## config.mk

```make
export PLATFORM = sky130hd
export DESIGN_NAME = matrix_keypad_scanner_flat
export DESIGN_NICKNAME = d
export VERILOG_FILES = /design/src/rtl/kps_pkg.sv /design/src/rtl/kps_if.sv /design/src/rtl/kps_col_decode.sv /design/src/rtl/kps_state.sv /design/src/rtl/matrix_keypad_scanner.sv /design/src/flat_wrapper.sv
export SDC_FILE = /design/constraint.sdc
export NUM_CORES = 1
export LEC_CHECK = 0
export BUFFER_PORTS_ARGS = -buffer_cell sky130_fd_sc_hd__buf_2
export CORE_UTILIZATION = 59
export CTS_CLUSTER_DIAMETER = 150
export DETAILED_ROUTE_END_ITERATION = 10
export PLACE_DENSITY = 0.85
export SLEW_MARGIN = 20
export SYNTH_ARGS = -nofsm -noshare
export SYNTH_HDL_FRONTEND = slang
export SYNTH_HIERARCHICAL = 1
export SYNTH_SLANG_ARGS = --single-unit
```

## constraint.sdc

```tcl
create_clock -name clk -period 4.57 [get_ports clk]
set_input_delay 0.6855 -clock clk [delete_from_list [all_inputs] [get_ports clk]]
set_output_delay 0.6855 -clock clk [all_outputs]
set_load 0.03 [all_outputs]
```

## src/rtl/kps_pkg.sv

```systemverilog
package kps_pkg;

  // Fixed geometry of the keypad matrix
  localparam int NUM_COLUMNS = 4;
  localparam int ROW_BITS    = 4;
  localparam int ROW_IDX_W   = $clog2(ROW_BITS);
  localparam int KEY_W       = 4;
  localparam int HELD_W      = 5;
  localparam int LIMIT_W     = 8;

  localparam logic [HELD_W-1:0]  KEY_NONE       = 5'd16;
  localparam logic [LIMIT_W-1:0] PRESCALE_RESET = 8'd5;

  // Item action codes
  localparam logic ACT_TICK  = 1'b0;
  localparam logic ACT_PURGE = 1'b1;

  typedef logic [ROW_BITS-1:0] rows_t;

  // Key code by column and row of the single low line
  localparam logic [KEY_W-1:0] KEY_TABLE [NUM_COLUMNS][ROW_BITS] = '{
    '{4'd14, 4'd15, 4'd11, 4'd10},
    '{4'd13, 4'd9,  4'd6,  4'd3},
    '{4'd0,  4'd8,  4'd5,  4'd2},
    '{4'd12, 4'd7,  4'd4,  4'd1}
  };

  // Per-column decode status
  typedef struct packed {
    logic                 busy;
    logic                 hit;
    logic [ROW_IDX_W-1:0] row;
  } col_dec_t;

  typedef struct packed {
    logic                         action;
    rows_t [NUM_COLUMNS-1:0]      rows;
  } item_t;

  typedef struct packed {
    logic              key_waiting;
    logic [KEY_W-1:0]  buffered_key;
    logic              new_key;
    logic [HELD_W-1:0] last_key;
  } result_t;

endpackage

```

## src/rtl/kps_if.sv

```systemverilog
interface kps_cmd_if import kps_pkg::*; ();
  logic  valid;
  logic  ready;
  logic  action;
  rows_t rows_col1;
  rows_t rows_col2;
  rows_t rows_col3;
  rows_t rows_col4;

  modport source (output valid, action, rows_col1, rows_col2, rows_col3, rows_col4,
                  input ready);
  modport sink (input valid, action, rows_col1, rows_col2, rows_col3, rows_col4,
                output ready);
endinterface

interface kps_rsp_if import kps_pkg::*; ();
  logic              valid;
  logic              ready;
  logic              key_waiting;
  logic [KEY_W-1:0]  buffered_key;
  logic              new_key;
  logic [HELD_W-1:0] last_key;

  modport source (output valid, key_waiting, buffered_key, new_key, last_key,
                  input ready);
  modport sink (input valid, key_waiting, buffered_key, new_key, last_key,
                output ready);
endinterface

interface kps_cfg_if import kps_pkg::*; ();
  logic               valid;
  logic               ready;
  logic [LIMIT_W-1:0] data;

  modport source (output valid, data, input ready);
  modport sink (input valid, data, output ready);
endinterface

```

## src/rtl/kps_col_decode.sv

```systemverilog
module kps_col_decode import kps_pkg::*; (
  input  rows_t    rows,
  output col_dec_t dec
);

  logic [ROW_BITS-1:0] low;

  assign low = ~rows;

  // Flag any low line, a single low line, and its row index
  always_comb begin
    dec.busy = |low;
    dec.hit  = (low != '0) && ((low & (low - 1'b1)) == '0);
    dec.row  = '0;
    for (int r = 0; r < ROW_BITS; r++) begin
      if (low[r]) begin
        dec.row = ROW_IDX_W'(r);
      end
    end
  end

endmodule

```

## src/rtl/kps_state.sv

```systemverilog
module kps_state import kps_pkg::*; (
  input  logic               clk,
  input  logic               rst,
  input  logic               advance,
  input  item_t              item,
  input  logic [LIMIT_W-1:0] limit,
  output result_t            result
);

  logic [LIMIT_W-1:0] prescale_count, prescale_count_next;
  logic [HELD_W-1:0]  held_key, held_key_next;
  logic [KEY_W-1:0]   key_buffer, key_buffer_next;
  logic               available_flag, available_flag_next;
  logic               stored;

  col_dec_t         dec     [NUM_COLUMNS];
  logic [KEY_W-1:0] col_key [NUM_COLUMNS];

  // Decode each column and look up its key code
  for (genvar c = 0; c < NUM_COLUMNS; c++) begin : g_col
    kps_col_decode u_dec (
      .rows (item.rows[c]),
      .dec  (dec[c])
    );
    assign col_key[c] = KEY_TABLE[c][dec[c].row];
  end

  // Scan the columns in order against the running held key
  always_comb begin
    logic any_busy;
    prescale_count_next = prescale_count;
    held_key_next       = held_key;
    key_buffer_next     = key_buffer;
    available_flag_next = available_flag;
    stored              = 1'b0;
    any_busy            = 1'b0;
    if (item.action == ACT_PURGE) begin
      available_flag_next = 1'b0;
    end else if (prescale_count >= limit) begin
      prescale_count_next = '0;
      for (int c = 0; c < NUM_COLUMNS; c++) begin
        if (dec[c].busy) begin
          any_busy = 1'b1;
        end
        if (dec[c].hit && ({1'b0, col_key[c]} != held_key_next)) begin
          key_buffer_next     = col_key[c];
          held_key_next       = {1'b0, col_key[c]};
          available_flag_next = 1'b1;
          stored              = 1'b1;
        end
      end
      if (!any_busy) begin
        held_key_next = KEY_NONE;
      end
    end else begin
      prescale_count_next = prescale_count + 1'b1;
    end
  end

  assign result.key_waiting    = available_flag_next;
  assign result.buffered_key   = key_buffer_next;
  assign result.new_key        = stored;
  assign result.last_key       = held_key_next;

  // Commit state when the staged beat moves on
  always_ff @(posedge clk) begin
    if (rst) begin
      prescale_count <= '0;
      held_key       <= KEY_NONE;
      available_flag <= 1'b0;
    end else if (advance) begin
      prescale_count <= prescale_count_next;
      held_key       <= held_key_next;
      available_flag <= available_flag_next;
    end
  end

  // Buffer holds no reset value
  always_ff @(posedge clk) begin
    if (advance) begin
      key_buffer <= key_buffer_next;
    end
  end

endmodule

```

## src/rtl/matrix_keypad_scanner.sv

```systemverilog
// Keypad scanner: input register, combinational scan/update, result register.
// A beat taken on cmd waits in the input register until the result register is free.
// Throughput: one item per cycle while rsp does not stall; the column scan is a four-step chain
// inside the single stage between the input and result registers.
// Reset (rst, synchronous): prescaler 0, no key held, no key waiting,
// limit 5, both pipeline stages empty; the key buffer is not cleared.
module matrix_keypad_scanner import kps_pkg::*; (
  input logic      clk,
  input logic      rst,
  kps_cmd_if.sink  cmd,
  kps_rsp_if.source rsp,
  kps_cfg_if.sink  cfg
);

  logic               stg_valid;
  item_t              stg_item;
  logic               advance;
  logic [LIMIT_W-1:0] prescale_limit;
  result_t            result;
  logic               out_valid;
  result_t            out_data;

  assign advance   = stg_valid && (!out_valid || rsp.ready);
  assign cmd.ready = !rst && (!stg_valid || advance);
  assign cfg.ready = !rst;

  // Hold the limit register
  always_ff @(posedge clk) begin
    if (rst) begin
      prescale_limit <= PRESCALE_RESET;
    end else if (cfg.valid) begin
      prescale_limit <= cfg.data;
    end
  end

  // Stage the accepted beat
  always_ff @(posedge clk) begin
    if (rst) begin
      stg_valid <= 1'b0;
    end else if (cmd.ready) begin
      stg_valid <= cmd.valid;
    end
  end

  always_ff @(posedge clk) begin
    if (cmd.valid && cmd.ready) begin
      stg_item.action  <= cmd.action;
      stg_item.rows[0] <= cmd.rows_col1;
      stg_item.rows[1] <= cmd.rows_col2;
      stg_item.rows[2] <= cmd.rows_col3;
      stg_item.rows[3] <= cmd.rows_col4;
    end
  end

  kps_state u_state (
    .clk     (clk),
    .rst     (rst),
    .advance (advance),
    .item    (stg_item),
    .limit   (prescale_limit),
    .result  (result)
  );

  // Load the result register, drop it once taken
  always_ff @(posedge clk) begin
    if (rst) begin
      out_valid <= 1'b0;
    end else if (advance) begin
      out_valid <= 1'b1;
    end else if (rsp.ready) begin
      out_valid <= 1'b0;
    end
  end

  always_ff @(posedge clk) begin
    if (advance) begin
      out_data <= result;
    end
  end

  assign rsp.valid          = out_valid;
  assign rsp.key_waiting    = out_data.key_waiting;
  assign rsp.buffered_key   = out_data.buffered_key;
  assign rsp.new_key        = out_data.new_key;
  assign rsp.last_key       = out_data.last_key;

`ifndef SYNTHESIS
  a_new_sets_avail: assert property (@(posedge clk) disable iff (rst)
    rsp.valid && rsp.new_key |-> rsp.key_waiting)
    else $error("new key without a key waiting");

  a_new_matches_held: assert property (@(posedge clk) disable iff (rst)
    rsp.valid && rsp.new_key |-> rsp.last_key == {1'b0, rsp.buffered_key})
    else $error("stored key differs from held key");

  a_held_range: assert property (@(posedge clk) disable iff (rst)
    rsp.valid |-> rsp.last_key <= KEY_NONE)
    else $error("held key out of range");

  a_stall_blocks: assert property (@(posedge clk) disable iff (rst)
    stg_valid && out_valid && !rsp.ready |-> !cmd.ready)
    else $error("input taken while both stages are full");
`endif

endmodule

```

## src/flat_wrapper.sv

```systemverilog
// flat-port wrapper written by rule: the top's interface ports become plain ports
module matrix_keypad_scanner_flat import kps_pkg::*;
  (clk, rst, cmd_valid, cmd_action, cmd_rows_col1, cmd_rows_col2, cmd_rows_col3, cmd_rows_col4, cmd_ready, rsp_valid, rsp_key_waiting, rsp_buffered_key, rsp_new_key, rsp_last_key, rsp_ready, cfg_valid, cfg_data, cfg_ready);
  kps_cmd_if cmd_i ();
  kps_rsp_if rsp_i ();
  kps_cfg_if cfg_i ();
  input logic clk;
  input logic rst;
  input wire logic [$bits(cmd_i.valid)-1:0] cmd_valid;
  input wire logic [$bits(cmd_i.action)-1:0] cmd_action;
  input wire logic [$bits(cmd_i.rows_col1)-1:0] cmd_rows_col1;
  input wire logic [$bits(cmd_i.rows_col2)-1:0] cmd_rows_col2;
  input wire logic [$bits(cmd_i.rows_col3)-1:0] cmd_rows_col3;
  input wire logic [$bits(cmd_i.rows_col4)-1:0] cmd_rows_col4;
  output wire logic [$bits(cmd_i.ready)-1:0] cmd_ready;
  output wire logic [$bits(rsp_i.valid)-1:0] rsp_valid;
  output wire logic [$bits(rsp_i.key_waiting)-1:0] rsp_key_waiting;
  output wire logic [$bits(rsp_i.buffered_key)-1:0] rsp_buffered_key;
  output wire logic [$bits(rsp_i.new_key)-1:0] rsp_new_key;
  output wire logic [$bits(rsp_i.last_key)-1:0] rsp_last_key;
  input wire logic [$bits(rsp_i.ready)-1:0] rsp_ready;
  input wire logic [$bits(cfg_i.valid)-1:0] cfg_valid;
  input wire logic [$bits(cfg_i.data)-1:0] cfg_data;
  output wire logic [$bits(cfg_i.ready)-1:0] cfg_ready;
  assign cmd_i.valid = cmd_valid;
  assign cmd_i.action = cmd_action;
  assign cmd_i.rows_col1 = cmd_rows_col1;
  assign cmd_i.rows_col2 = cmd_rows_col2;
  assign cmd_i.rows_col3 = cmd_rows_col3;
  assign cmd_i.rows_col4 = cmd_rows_col4;
  assign cmd_ready = cmd_i.ready;
  assign rsp_valid = rsp_i.valid;
  assign rsp_key_waiting = rsp_i.key_waiting;
  assign rsp_buffered_key = rsp_i.buffered_key;
  assign rsp_new_key = rsp_i.new_key;
  assign rsp_last_key = rsp_i.last_key;
  assign rsp_i.ready = rsp_ready;
  assign cfg_i.valid = cfg_valid;
  assign cfg_i.data = cfg_data;
  assign cfg_ready = cfg_i.ready;
  matrix_keypad_scanner u_core (.clk(clk), .rst(rst), .cmd(cmd_i), .rsp(rsp_i), .cfg(cfg_i));
endmodule
```

* Word level (Yosys, flattened, before mapping) *
Cells that the tools add are included.

word-level totals
  memory bits (writable) = 0
  register bits = 52
  memory bits (read-only) = 0
  latch bits = 0
  input bits = 30
  logic and storage cells = 138
  memories kept = 0

cells by class
  bitwise operators = 14
  div/mod/pow operators = 0
  muxes and demuxes = 62
  shifts and indexed selects = 0
  eq/ne operators = 4
  add/subtract/negate cells = 5
  $mul = 0
  order comparisons = 5
  reductions and logical operators = 33

operator list
  operator                                          number
  2-to-1 mux 5 bit                                  13
  2-to-1 mux 4 bit                                  14
  binary-select mux 4 bit (select 2 bit)            4
  2-to-1 mux 1 bit                                  22
  inequality test 4 x 5 -> 1 bit                    4
  nonzero test 4 bit                                5
  AND 4 bit                                         4
  logical NOT 4 bit                                 4
  2-to-1 mux 2 bit                                  8
  inverter 4 bit                                    4
  OR reduction 4 bit                                4
  subtractor 4 x 1 -> 4 bit, second input constant  4
  >= comparator 3 bit, second input constant        4
  inverter 2 -> 3 bit                               4
  logical AND 1 bit                                 11
  adder 8 x 1 -> 8 bit, second input constant       1
  >= comparator 8 bit                               1
  2-to-1 mux 8 bit                                  1
  AND reduction 4 bit                               1
  logical NOT 1 bit                                 3
  logical OR 1 bit                                  2
  inverter 1 bit                                    2
  AND reduction 2 bit                               1
  nonzero test 2 bit                                1
  OR reduction 2 bit                                1

* Depth between registers and ports, before layout *
  depth after elaboration = 29
  mapped depth = 15
  depth with buffers taken out = 13

* By module *
Netlist, hierarchy kept.

modules (own cells, without submodules)
  module                 instances  sequential area each (um2)  cells each  area each (um2)
  kps_state              1          400.4                       267         2,058.2
  matrix_keypad_scanner  1          1,041.0                     66          1,248.7
  kps_col_decode         4          0.0                         9           61.3

* Worst setup path after synthesis *
OpenSTA, ideal clock, no wires.

  path type = reg-to-reg
  start point = register, netlist name u_core/stg_item[6]
  end point = register u_core.out_data, in the netlist u_core/rsp.key_waiting (data pin)
  cell stages (with the launch flop) = 16
  path slack = 0.863 ns
  buffers on the path = 2
  clock period less this slack = 3.707 ns
  data arrival time = 3.456 ns
  path through = edfxtp_1 > inv_1 > o21ai_0 > nand2b_2 > or3_4 > a221oi_4 > o22ai_2 > buf_6 > a311oi_2 > o22a_1 > o221ai_2 > a32oi_2 > o211ai_4 > nor3_2 > o22ai_1 > buf_4

RTL lines
  item                    line                         source
  end signal: assignment  matrix_keypad_scanner.sv:77  out_data <= result;
  end: declaration        matrix_keypad_scanner.sv:21  result_t out_data;

==> out/results.txt <==
Pwr Total -> 1.11 mW
Syn. warnings -> 6
critical path launch point type -> flip-flop
CTS max path bufs -> 2
Worst-Skew Late Latency -> 320 ps
Logic pwr share -> 0.208
Critical Path End Type -> flip-flop
drt initial violations -> 272
worst setup margin -> 483 ps
DP Worst Slack -> 512 ps
Worst Skew -> 12.7 ps
H-tree depth -> 2
Design Area, Final -> 0.00391 sq mm
Final HPWL DP -> 5710 um
number of synthesized flops with an enable pin -> 32
vias after detailed routing -> 2,993
CP required -> 4690 ps
vias in the first global route -> 2,911
clock slew at reported path FFs -> 110 ps
Slew @ Worst Pin -> 905 ps
Die ar. -> 0.00633 sq mm
# nets final -> 448
DRC Markers -> 0
Syn Std Cell Area -> 0.00355 sq mm
layout cells sized above 1 -> 0.210
Final Hold Viols -> 0
wire per inst -> 16.2 um
Flop pwr share -> 0.513
outcome -> finished clean
Antenna diodes -> 0
ys flop type -> edfxtp_1
antenna violations before repair -> 0
I/O pin count -> 44
# clock sinks -> 56
post-synthesis cell count -> 369
Seq/Total Area, Yosys -> 0.406
CP Class -> reg2reg
Root Driver -> clkbuf_8
largest net degree at the start of global routing -> 23
first drt pass iteration count -> 5
CP Data Arrival Time -> 4200 ps
Congestion Overflow GR -> 0
Core ar. -> 0.00564 sq mm
Area growth syn-to-layout -> 10.2%
Final Cycle Share -> 0.894
Starting Density -> 0.630
Die Y-Extent -> 79.6 um
first-pass GRT wire length -> 13,200 um
Finished Layout Cells -> 482
maximum VDD drop -> 0.198 mV
P_int -> 788 uW
Setup Viol. Count Final -> 0
vias per inst -> 6.21
Hold Path Class -> reg2reg
# port buffers -> 43
synth unique cells -> 69
Avg Cell Area, Syn -> 9.63 sq um
Crit Path Max Fanout -> 11
ys async rst share -> 0
post-route ant nets -> 0
P per Cell Area -> 284 mW/mm^2
Clock Power Share -> 0.279
syn_nets -> 408
Max-Cap Viols -> 0
Tmin final -> 4090 ps
Hold Buf Count CTS -> 0
placed standard-cell area -> 0.00380 sq mm
Final Max Slew Viols -> 0
smallest hold slack -> 479 ps
#FFs+latches synth -> 56
sw frac -> 0.291
placed insts -> 474
LEAKAGE -> 1.56 nW
fmax -> 245 MHz
All-Layer GR Usage -> 0.270
flop2flop setup slack -> 480 ps
Layout fillers -> 418
Die X -> 79.6 um
CTS tree -> built
Switch Pwr -> 323 uW
headroom to the max-slew limit -> 0.397
CTS Buf Count -> 5
Rows -> 27
final WL -> 7810 um
routability congestion estimate -> 0.931
sequential cells by signal, summed over array words and instances, names as in the netlist:
name                           cells
u_core/stg_item                   17
u_core/prescale_limit              8
u_core/u_state/prescale_count      8
u_core/rsp.last_key                5
u_core/u_state/held_key            5
u_core/rsp.buffered_key            4
u_core/u_state/key_buffer          4
u_core/rsp.key_waiting             1
u_core/rsp.new_key                 1
u_core/rsp.valid                   1
u_core/stg_valid                   1
u_core/u_state/available_flag      1
worst max-delay path, cell delays in order (launching register included):
cell and delay, ps:
edfxtp_1 480, inv_1 80, o21ai_0 180, nand2b_2 310
or3_4 400, a221oi_4 350, o22ai_2 260, o21ai_0 400
o21ai_0 270, o21bai_2 420, o211ai_4 220, and2_1 230
o31ai_1 290
layout make-up:
type | instances | area [sq um] | share of cell area
clock buffer | 6 | 93.8 | 0.0240
clock inverter | 2 | 16.3 | 0.00416
inverter | 20 | 75.1 | 0.0192
multi-input combinational | 281 | 1970 | 0.503
sequential | 56 | 1440 | 0.368
tap | 72 | 90.1 | 0.0230
timing repair buffer | 45 | 230 | 0.0588
path summary, 6_finish.rpt:
check | start | end | cells past startpoint
max | u_core/stg_item[6] | u_core/u_state/key_buffer[1] | 12
max reg2reg | u_core/stg_item[6] | u_core/u_state/key_buffer[1] | 12
min | u_core/u_state/available_flag | u_core/u_state/available_flag | 2
min reg2reg | u_core/u_state/available_flag | u_core/u_state/available_flag | 2
power by group through the flow:
stage	registers, mW	clock network (mW)	logic, mW
2_1_floorplan	0.586	0	0.165
3_3_place_gp	0.579	0	0.218
3_5_place_dp	0.580	0	0.224
4_1_cts	0.569	0.317	0.227
5_1_grt	0.572	0.333	0.253
6_report	0.569	0.310	0.231
cell usage after synthesis, types with 3 or more instances:
cell type	instances	area [sq um]
nor2b_1	5	31.3
clkbuf_1	7	26.3
o21ai_0	18	90.1
buf_6	3	33.8
nor4_1	3	18.8
dfxtp_1	24	480
a211oi_1	3	22.5
o21ai_1	5	25.0
o221ai_1	3	26.3
a31oi_1	3	18.8
nand3_1	6	30.0
nor2_1	34	128
nand2b_1	10	62.6
xnor2_1	8	70.1
xor2_1	7	61.3
a21o_1	8	60.1
mux2_2	4	45.0
nand4b_1	8	70.1
nand4_1	7	43.8
nor3_1	4	20.0
mux2i_1	15	150
inv_1	19	71.3
ha_1	9	113
or2_2	4	25.0
edfxtp_1	32	961
and2_1	6	37.5
o21a_1	7	52.6
a21oi_1	14	70.1
o211ai_2	5	62.6
nand2_1	37	139
o211ai_1	3	22.5
cell families after synthesis:
group / after synthesis / share of synthesized area
xor+xnor: 15 / 0.0370
buf+inv: 32 / 0.0423
fa+ha+maj: 9 / 0.0317
simple gates: 137 / 0.202
mux: 19 / 0.0549
compound gates: 101 / 0.226
flops: 56 / 0.406
placed cells by master, fill, tap and decap left out, drive strengths merged, types with 3 or more instances in the layout:
master	instances
nor2	34
o21ai	24
o221ai	4
mux2i	15
buf	45
nand4b	8
nand4	7
edfxtp	32
inv	20
o22ai	3
mux2	4
clkbuf	6
or3	3
nor3	5
a221oi	3
xnor2	8
o21a	7
and2	6
nor2b	6
a21oi	15
nand2b	12
nand2	37
o211ai	9
or2	4
a21o	8
o22a	3
nand3	6
a211oi	3
dfxtp	24
nor4	3
a31oi	3
xor2	7
ha	9
repair_timing:
item | CTS | global route
setup endpoints to repair | 0 | 6
buffers inserted | 0 | 0
resized for setup | 0 | 1
metrics by stage:
stage | utilization | TNS [ps]
global route | 0.694 | -14.8
detailed placement | 0.673 | 0
finish | 0.694 | 0
floorplan | - | 0
CTS | 0.693 | 0
global placement | 0.673 | 0
layer usage:
| metal | vias up | track usage | routed length, um | part of all wire |
|---|---|---|---|---|
| li1 | 1444 | - | - | - |
| met1 | 1395 | 0.342 | 3450 | 0.44 |
| met2 | 121 | 0.425 | 3600 | 0.46 |
| met3 | 33 | 0.0583 | 418 | 0.054 |
| met4 | 0 | 0.156 | 338 | 0.043 |
| met5 | - | 0 | 0 | 0 |
Power figures use the tool's default switching activity.
